===== config.mk =====
export PLATFORM = sky130hd
export DESIGN_NAME = chm_ctrl
export DESIGN_NICKNAME = d
export VERILOG_FILES = /design/src/hw/rtl/chm_pkg.sv /design/src/hw/rtl/chm_ctrl.sv
export SDC_FILE = /design/constraint.sdc
export NUM_CORES = 1
export LEC_CHECK = 0
export BUFFER_PORTS_ARGS = -buffer_cell sky130_fd_sc_hd__buf_4
export CAP_MARGIN = 20
export CORE_UTILIZATION = 46
export DETAILED_ROUTE_END_ITERATION = 10
export HOLD_SLACK_MARGIN = 0.03
export PLACE_DENSITY_LB_ADDON = 0.2
export SYNTH_ARGS = -nofsm -noshare
export SYNTH_HDL_FRONTEND = slang
export SYNTH_SLANG_ARGS = --single-unit

===== constraint.sdc =====
create_clock -name clk -period 1.5 [get_ports clk]
set_input_delay 0.15 -clock clk [delete_from_list [all_inputs] [get_ports clk]]
set_output_delay 0.15 -clock clk [all_outputs]
set_load 0.1 [all_outputs]

===== src/hw/rtl/chm_pkg.sv =====
// ----------------------------------------------------------------------------
// chm_pkg: shared types and constants for the chained hash map engine
// Table sizes, command, status and register codes, datapath command and
// status structs.
// ----------------------------------------------------------------------------
package chm_pkg;

  localparam int BUCKETS = 256;
  localparam int NODES   = 1024;

  localparam logic [1:0] CMD_INSERT = 2'd0;
  localparam logic [1:0] CMD_LOOKUP = 2'd1;
  localparam logic [1:0] CMD_REMOVE = 2'd2;

  localparam logic [1:0] ST_OK        = 2'd0;
  localparam logic [1:0] ST_EXISTS    = 2'd1;
  localparam logic [1:0] ST_NOT_FOUND = 2'd2;
  localparam logic [1:0] ST_FULL      = 2'd3;

  localparam logic [3:0] ADDR_LIMIT = 4'd0;
  localparam logic [3:0] ADDR_SEED  = 4'd8;

  typedef struct packed {
    logic clear_step;  // write one clear entry (bucket head, node link)
    logic load;        // capture input item, start hash
    logic hash_step;   // advance hash pipeline
    logic rd_head;     // read bucket head of key
    logic take_head;   // current node <- head data
    logic rd_node;     // read key/link of current node
    logic advance;     // prev <- cur, cur <- link
    logic do_insert;   // write new node, link it in at bucket head
    logic rd_free;     // read link of free head
    logic take_free;   // free_head <- read link
    logic do_remove;   // unlink found node
    logic do_remove2;  // push onto free list
    logic rd_value;    // read value of current node
    logic set_result;  // latch result fields
    logic push_out;    // move result into output register
    logic [1:0] status;
    logic use_value;
  } dp_cmd_t;

  typedef struct packed {
    logic clear_done;
    logic cur_nil;
    logic key_match;
    logic free_nil;
    logic limit_hit;
  } dp_stat_t;

endpackage


===== src/hw/rtl/chm_ctrl.sv =====
// ----------------------------------------------------------------------------
// chm_ctrl: operation sequencer
// Clears the tables, hashes the key, walks the chain and commits updates.
// ----------------------------------------------------------------------------
module chm_ctrl (
  input  logic              clk,
  input  logic              rst_n,
  input  logic              in_fire,
  input  logic              out_fire,
  input  logic [1:0]        op_cmd,
  input  chm_pkg::dp_stat_t stat,
  output chm_pkg::dp_cmd_t  cmd,
  output logic              idle,
  output logic              res_valid
);
  typedef enum logic [3:0] {
    S_CLEAR, S_IDLE, S_HASH, S_HEAD, S_TAKE, S_RDN, S_CMP,
    S_INS, S_FREE, S_REM, S_REM2, S_VAL, S_DONE
  } state_t;

  state_t state_r, state_nxt;
  logic valid_r, valid_nxt;
  logic [2:0] hcnt_r, hcnt_nxt;

  always_comb begin
    cmd = '0;
    state_nxt = state_r;
    valid_nxt = valid_r && !out_fire;
    hcnt_nxt = hcnt_r;
    case (state_r)
      S_CLEAR: begin
        cmd.clear_step = 1'b1;
        if (stat.clear_done) state_nxt = S_IDLE;
      end
      S_IDLE: begin
        if (in_fire) begin
          cmd.load = 1'b1;
          hcnt_nxt = '0;
          state_nxt = S_HASH;
        end
      end
      S_HASH: begin
        cmd.hash_step = 1'b1;
        hcnt_nxt = hcnt_r + 3'd1;
        if (hcnt_r == 3'd4) state_nxt = S_HEAD;
      end
      S_HEAD: begin
        cmd.rd_head = 1'b1;
        cmd.rd_free = 1'b1;
        state_nxt = S_TAKE;
      end
      S_TAKE: begin
        cmd.take_head = 1'b1;
        if (op_cmd inside {chm_pkg::CMD_INSERT, chm_pkg::CMD_LOOKUP,
                           chm_pkg::CMD_REMOVE}) begin
          state_nxt = S_RDN;
        end else begin
          cmd.set_result = 1'b1;
          cmd.status = chm_pkg::ST_NOT_FOUND;
          state_nxt = S_DONE;
        end
      end
      S_RDN: begin
        cmd.rd_node = 1'b1;
        state_nxt = S_CMP;
        if (stat.cur_nil) begin
          cmd.rd_node = 1'b0;
          if (op_cmd == chm_pkg::CMD_INSERT) begin
            if (stat.limit_hit || stat.free_nil) begin
              cmd.set_result = 1'b1;
              cmd.status = chm_pkg::ST_FULL;
              state_nxt = S_DONE;
            end else begin
              state_nxt = S_INS;
            end
          end else begin
            cmd.set_result = 1'b1;
            cmd.status = chm_pkg::ST_NOT_FOUND;
            state_nxt = S_DONE;
          end
        end
      end
      S_CMP: begin
        if (stat.key_match) begin
          case (op_cmd)
            chm_pkg::CMD_INSERT: begin
              cmd.set_result = 1'b1;
              cmd.status = chm_pkg::ST_EXISTS;
              state_nxt = S_DONE;
            end
            chm_pkg::CMD_LOOKUP: begin
              cmd.rd_value = 1'b1;
              state_nxt = S_VAL;
            end
            default: state_nxt = S_REM;
          endcase
        end else begin
          cmd.advance = 1'b1;
          state_nxt = S_RDN;
        end
      end
      S_INS: begin
        cmd.do_insert = 1'b1;
        cmd.take_free = 1'b1;
        cmd.set_result = 1'b1;
        cmd.status = chm_pkg::ST_OK;
        state_nxt = S_DONE;
      end
      S_REM: begin
        cmd.do_remove = 1'b1;
        state_nxt = S_REM2;
      end
      S_REM2: begin
        cmd.do_remove2 = 1'b1;
        cmd.set_result = 1'b1;
        cmd.status = chm_pkg::ST_OK;
        state_nxt = S_DONE;
      end
      S_VAL: begin
        cmd.set_result = 1'b1;
        cmd.status = chm_pkg::ST_OK;
        cmd.use_value = 1'b1;
        state_nxt = S_DONE;
      end
      S_DONE: begin
        if (!valid_r || out_fire) begin
          cmd.push_out = 1'b1;
          valid_nxt = 1'b1;
          state_nxt = S_IDLE;
        end
      end
      default: state_nxt = S_IDLE;
    endcase
  end

  always_ff @(posedge clk) begin
    if (!rst_n) begin
      state_r <= S_CLEAR;
      valid_r <= 1'b0;
      hcnt_r  <= '0;
    end else begin
      state_r <= state_nxt;
      valid_r <= valid_nxt;
      hcnt_r  <= hcnt_nxt;
    end
  end

  assign idle = (state_r == S_IDLE);
  assign res_valid = valid_r;
endmodule


==> results of run 1 <==
Yosys cell counts, drive strengths merged, types with 2 or more instances:
library cell,instances,area share
mux2i,2,0.027
a211oi,5,0.057
dfxtp,8,0.21
nand2b,6,0.060
buf,7,0.068
a221oi,2,0.023
ha,2,0.033
nand3,5,0.033
nand2,9,0.045
o21ai,5,0.033
nor4,2,0.017
o21bai,2,0.020
nor3,6,0.040
nor2b,2,0.017
a31oi,2,0.017
nor2,11,0.055
a21oi,3,0.020
inv,8,0.040
per-stage QoR:
stage          std cells  utilization
2_1_floorplan        103            -
3_5_place_dp         168        0.877
3_3_place_gp         168        0.877
kinds of logic after synthesis:
| kind of cell | synth area share |
|---|---|
| AOI/OAI and AO/OA | 0.258 |
| buffers and inverters | 0.113 |
| adders and majority gates | 0.0333 |
| muxes | 0.0266 |
| xor gates and xnor gates | 0.0116 |
| and+or+nand+nor | 0.344 |
| DFF | 0.213 |
==> impl_summary.txt, run 1 <==
----------------------------------------------------
[Place]
  Gp weighted congestion ... 0.845
  Port buffer count ... 30
  Detailed Place HPWL ... 2000 um
  Post-placement cell area ... 1340 sq um
  DP Worst Slack ... -88.6 ps

[Clock tree]
  CTS H-tree depth ... 1
  Clock tree buffer depth ... 2
  Number of instances resized during post-cts repair ... 62
  Hold buffer count at CTS ... 0
  Number of buffers inserted by post-CTS setup repair ... 8
  Number of clock sinks ... 8
  Cell chosen for the clock root ... clkbuf_4
  Number of buffers added by the clock tree synthesis step ... 3

[Outcome]
  First error message ... [ERROR DPL-0038] Utilization greater than 100%, impossible to legalize
  Last flow stage reached ... clock tree synthesis (4_1_cts)
  Status ... did not finish

[Synthesis]
  Yosys warns ... 0
  Number of instances in the synthesized netlist ... 103
  Dominant register cell in the synthesized netlist ... dfxtp_1
  Synth cell types ... 40
  Netlist Area Pre-Place ... 752 sq um
  Fraction of synthesis flops using an asynchronous set or reset pin ... 0
  Synthesized net count ... 116
  Post-Synthesis Mean Instance Area ... 7.30 sq um
  Sequential share of the synthesized area ... 0.213
  Number of synthesized flops with an enable pin ... 0
  Yosys reg bits ... 8

[Floorplanning]
  Initial core utilization ... 0.493
  Die Height ... 42.4 um
  Number of standard-cell rows in the floorplan ... 14
  Overall die width ... 42.4 um
  Top-level port count ... 31

----------------------------------------------------
==> run 2, diff against run 1 <==
--- a/config.mk
+++ b/config.mk
@@ -7,10 +7,10 @@
 export LEC_CHECK = 0
 export BUFFER_PORTS_ARGS = -buffer_cell sky130_fd_sc_hd__buf_4
 export CAP_MARGIN = 20
-export CORE_UTILIZATION = 46
+export CORE_AREA = 2 2 63 65
 export DETAILED_ROUTE_END_ITERATION = 10
-export HOLD_SLACK_MARGIN = 0.03
-export PLACE_DENSITY_LB_ADDON = 0.2
+export DIE_AREA = 0 0 65 67
+export PLACE_DENSITY_LB_ADDON = 0.15
 export SYNTH_ARGS = -nofsm -noshare
 export SYNTH_HDL_FRONTEND = slang
 export SYNTH_SLANG_ARGS = --single-unit
==> run 2 against run 1 <==
Compared with the run above:
- the flow now finishes, with violations (setup timing)
- synthesized cell count stayed put
- synthesized area stayed put
==> impl_summary.txt, run 2 <==
----------------------------------------------------
[Outcome]
  Status ... finished with violations (was did not finish)
  Failing checks ... setup timing

[Worst hold path]
  WHS Endpoint ... state_r[3]
  WHS Path Cells ... 2
  Min-Delay Startpoint ... rst_n
  Hold Path Class ... input pin to flip-flop

[Detailed routing]
  Pre-Repair DR Iteration Count ... 4
  WL per Instance ... 13.3 um
  Via-to-Cell Ratio ... 4.67
  Antenna Violating Nets Remaining ... 0
  Routed vias ... 1003
  Drt total wl ... 2860 um
  Initial drt markers ... 21
  DRC viols ... 0

[Synthesis]
  Post-synth top area share ... 0.213 (unchanged)
  Sequential share of the synthesized area ... 0.213 (unchanged)
  Yosys reg bits ... 8 (unchanged)
  Most repeated cell in the gate-level netlist after synthesis ... nor2_1 (unchanged)
  Number of synthesized flops with an enable pin ... 0 (unchanged)
  Leading cell types by count after synthesis ... nor2_1, nand2_1, dfxtp_1 (unchanged)
  Number of instances in the synthesized netlist ... 103 (unchanged)
  XOR/XNOR share of the synthesized area ... 0.0116 (unchanged)
  Synth cell types ... 40 (unchanged)
  Simple logic cell fraction of the synthesized area ... 0.344 (unchanged)
  Yosys warns ... 0 (unchanged)
  Biggest area contributors in the synthesized netlist ... dfxtp_1, nor2_1, nand2_1 (unchanged)
  Multiplexer area fraction after synthesis ... 0.0266 (unchanged)
  Dominant register cell in the synthesized netlist ... dfxtp_1 (unchanged)
  Largest family of logic cells by synthesized area ... simple AND/OR/NAND/NOR gates (unchanged)
  Compound-gate portion of the synthesized area ... 0.258 (unchanged)
  Fraction of synthesis flops using an asynchronous set or reset pin ... 0 (unchanged)
  Synthesized net count ... 116 (unchanged)
  Post-Synthesis Mean Instance Area ... 7.30 sq um (unchanged)
  Synthesized-area fraction occupied by adder cells ... 0.0333 (unchanged)
  Area leader, netlist ... dfxtp_1 (unchanged)
  Netlist Area Pre-Place ... 752 sq um (unchanged)

[Setup path]
  Required time at the worst-slack endpoint ... 1350 ps
  Count of cells along the worst register-to-register path ... 5
  Register-to-register setup slack ... -60 ps
  Max FO, Critical Path ... 7
  Endpoint of the worst-slack reg-to-reg timing path ... state_r[3]
  Startpoint of the most critical register-to-register path ... state_r[1]
  Worst setup path category ... flip-flop to output port
  Startpoint type of the worst setup path ... flip-flop
  Arrival time worst endpoint ... 1500 ps
  Nature of the critical path endpoint ... output port

[Cells and area]
  Multi-input combinational cell area ... 762 sq um
  Fraction of final layout cells with drive strength greater than 1 ... 0.683
  Number of antenna repair diodes ... 0
  Fill count ... 319
  Synthesis-to-finish area growth ... 149%
  Most frequent cells in the layout ... buf_4, buf_12, buf_6, nor2_1, nand2_1
  Flip-flop count of the largest register, all copies and words added ... 4
  Register area ... 176 sq um
  Nets ... 182
  Register bank with the most flops ... state_r
  Leading cell type in the layout, fill and taps excluded ... buf_4

[Timing]
  Total negative setup slack ... -790 ps
  Fmax ... 0.607 GHz
  Min setup slack post-route ... -147 ps
  Final hold violation count ... 0
  Clk_skew ... 1.97 ps
  RSZ-0062 raised after global routing ... true
  Final cycle utilization of the critical path ... 1.10
  Tmin final ... 1650 ps
  Transition time of the tightest slew-check pin ... 391 ps
  Final max-slew violation count ... 0
  Number of setup violations in the final report ... 11
  Relative slew slack ... 0.736
  Final hold slack ... 162 ps

[Power]
  Worst IR Drop VDD ... 0.000680 V
  Power, Total ... 1.73 mW
  Leakage ... 0.728 nW
  Power per cell area ... 923 nW/um^2

[Clock tree]
  Clock tree buffer depth ... 2 (unchanged)
  Cell chosen for the clock root ... clkbuf_8 (was clkbuf_4)
  Clk Latency, worst-skew pair ... 230 ps
  CTS clock-pin slew for the worst setup and hold paths ... 40 ps
  CTS H-tree depth ... 1 (unchanged)
  Hold buffer count at CTS ... 0 (unchanged)
  Number of buffers added by the clock tree synthesis step ... 3 (unchanged)
  Clock tree from TritonCTS ... built
  Number of clock sinks ... 8 (unchanged)

[Global routing]
  Antenna violations before repair ... 0
  Leftover overflow at the end of global routing ... 0
  Pin count of the biggest net entering global routing ... 12
  Wire length of the first global-routing pass ... 4640 um
  GRT Max-Usage Layer ... met2
  Total routing resource utilization after global routing ... 0.138
  GRT met2 Usage ... 0.256
  Grt met1 use ... 0.155
  Met3 Track Usage GR ... 0.0186
  Vias in the first global route ... 1015

[Floorplanning]
  Top-level port count ... 31 (unchanged)
  Initial core utilization ... 0.209 (was 0.493)
  Die area ... 4360 sq um
  Overall die width ... 65 um (was 42.4 um)
  Number of standard-cell rows in the floorplan ... 22 (was 14)
  Std-Cell Core Area ... 3610 sq um
  Die Height ... 67 um (was 42.4 um)

[Place]
  Detailed Place HPWL ... 2130 um (was 2000 um)
  Gp weighted congestion ... 0.810 (was 0.845)
  DP Worst Slack ... -105 ps (was -88.6 ps)
  Port buffer count ... 30 (unchanged)

[Job]
  Count of maximum capacitance violations ... 0

----------------------------------------------------
-- run 2: cell counts after synthesis --
No cell type changed its count.
-- run 2: cell families (layout without fill, tap and decap cells) --
group | after synthesis | in the layout
muxes | 2 | 2
adders and majority gates | 2 | 2
AOI/OAI and AO/OA | 26 | 26
buffers and inverters | 16 | 80
xor gates and xnor gates | 1 | 1
and+or+nand+nor | 48 | 48
DFF | 8 | 8
-- run 2: worst max path at each step --
stage | slack (ps) | cells after the start | endpoint | from
6_report | -150 | 5 | cmd[3] | state_r[1]
3_5_place_dp | -110 | 5 | state_r[0] | state_r[1]
2_1_floorplan | -620 | 5 | state_r[1] | state_r[3]
4_1_cts | -150 | 4 | cmd[1] | state_r[0]
5_1_grt | -230 | 5 | cmd[3] | state_r[1]
3_3_place_gp | -80 | 5 | state_r[0] | state_r[1]
-- run 2: metal layers --
metal / vias up / share of wire
met2: 31 / 0.54
met1: 459 / 0.39
met4: 0 / 0.018
met3: 6 / 0.051
met5: - / 0
li1: 507 / -
-- run 2: through the flow --
step / area, sq um / std cells / util
after floorplan: 985 / 103 / -
after global placement: 1410 / 199 / 0.390
after detailed placement: 1410 / 199 / 0.390
after CTS: 1700 / 208 / 0.470
after global routing: 1870 / 215 / 0.519
final: 1870 / 215 / 0.519
-- run 2: layout make-up --
cell class                 instances  share of cell area
timing repair buffer              69               0.423
multi-input combinational         79               0.407
sequential                         8              0.0942
tap                               48              0.0321
clock buffer                       3              0.0220
inverter                           8              0.0220
-- run 2: what timing repair did --
action / in CTS / in global routing
endpoints found under the setup margin: 20 / 23
hold endpoints to repair: 0 / 0
gates cloned: 0 / 1
resized for setup: 54 / 24
setup buffers: 7 / 6
pin swaps: 8 / 6
-- run 2: worst max-delay path: stages, from the launching register on --
cell      delay (ps)
dfxtp_4          360
clkbuf_2         140
nor4bb_2         280
buf_4            160
nor2b_4          150
buf_12           180
-- run 2: power by group --
group,total [mW],internal [mW],switching (mW)
registers,0.274,0.240,0.0340
logic,1.20,0.505,0.694
clock network,0.255,0.174,0.0818
total,1.73,0.919,0.809
(Power assumes the default switching activity.)
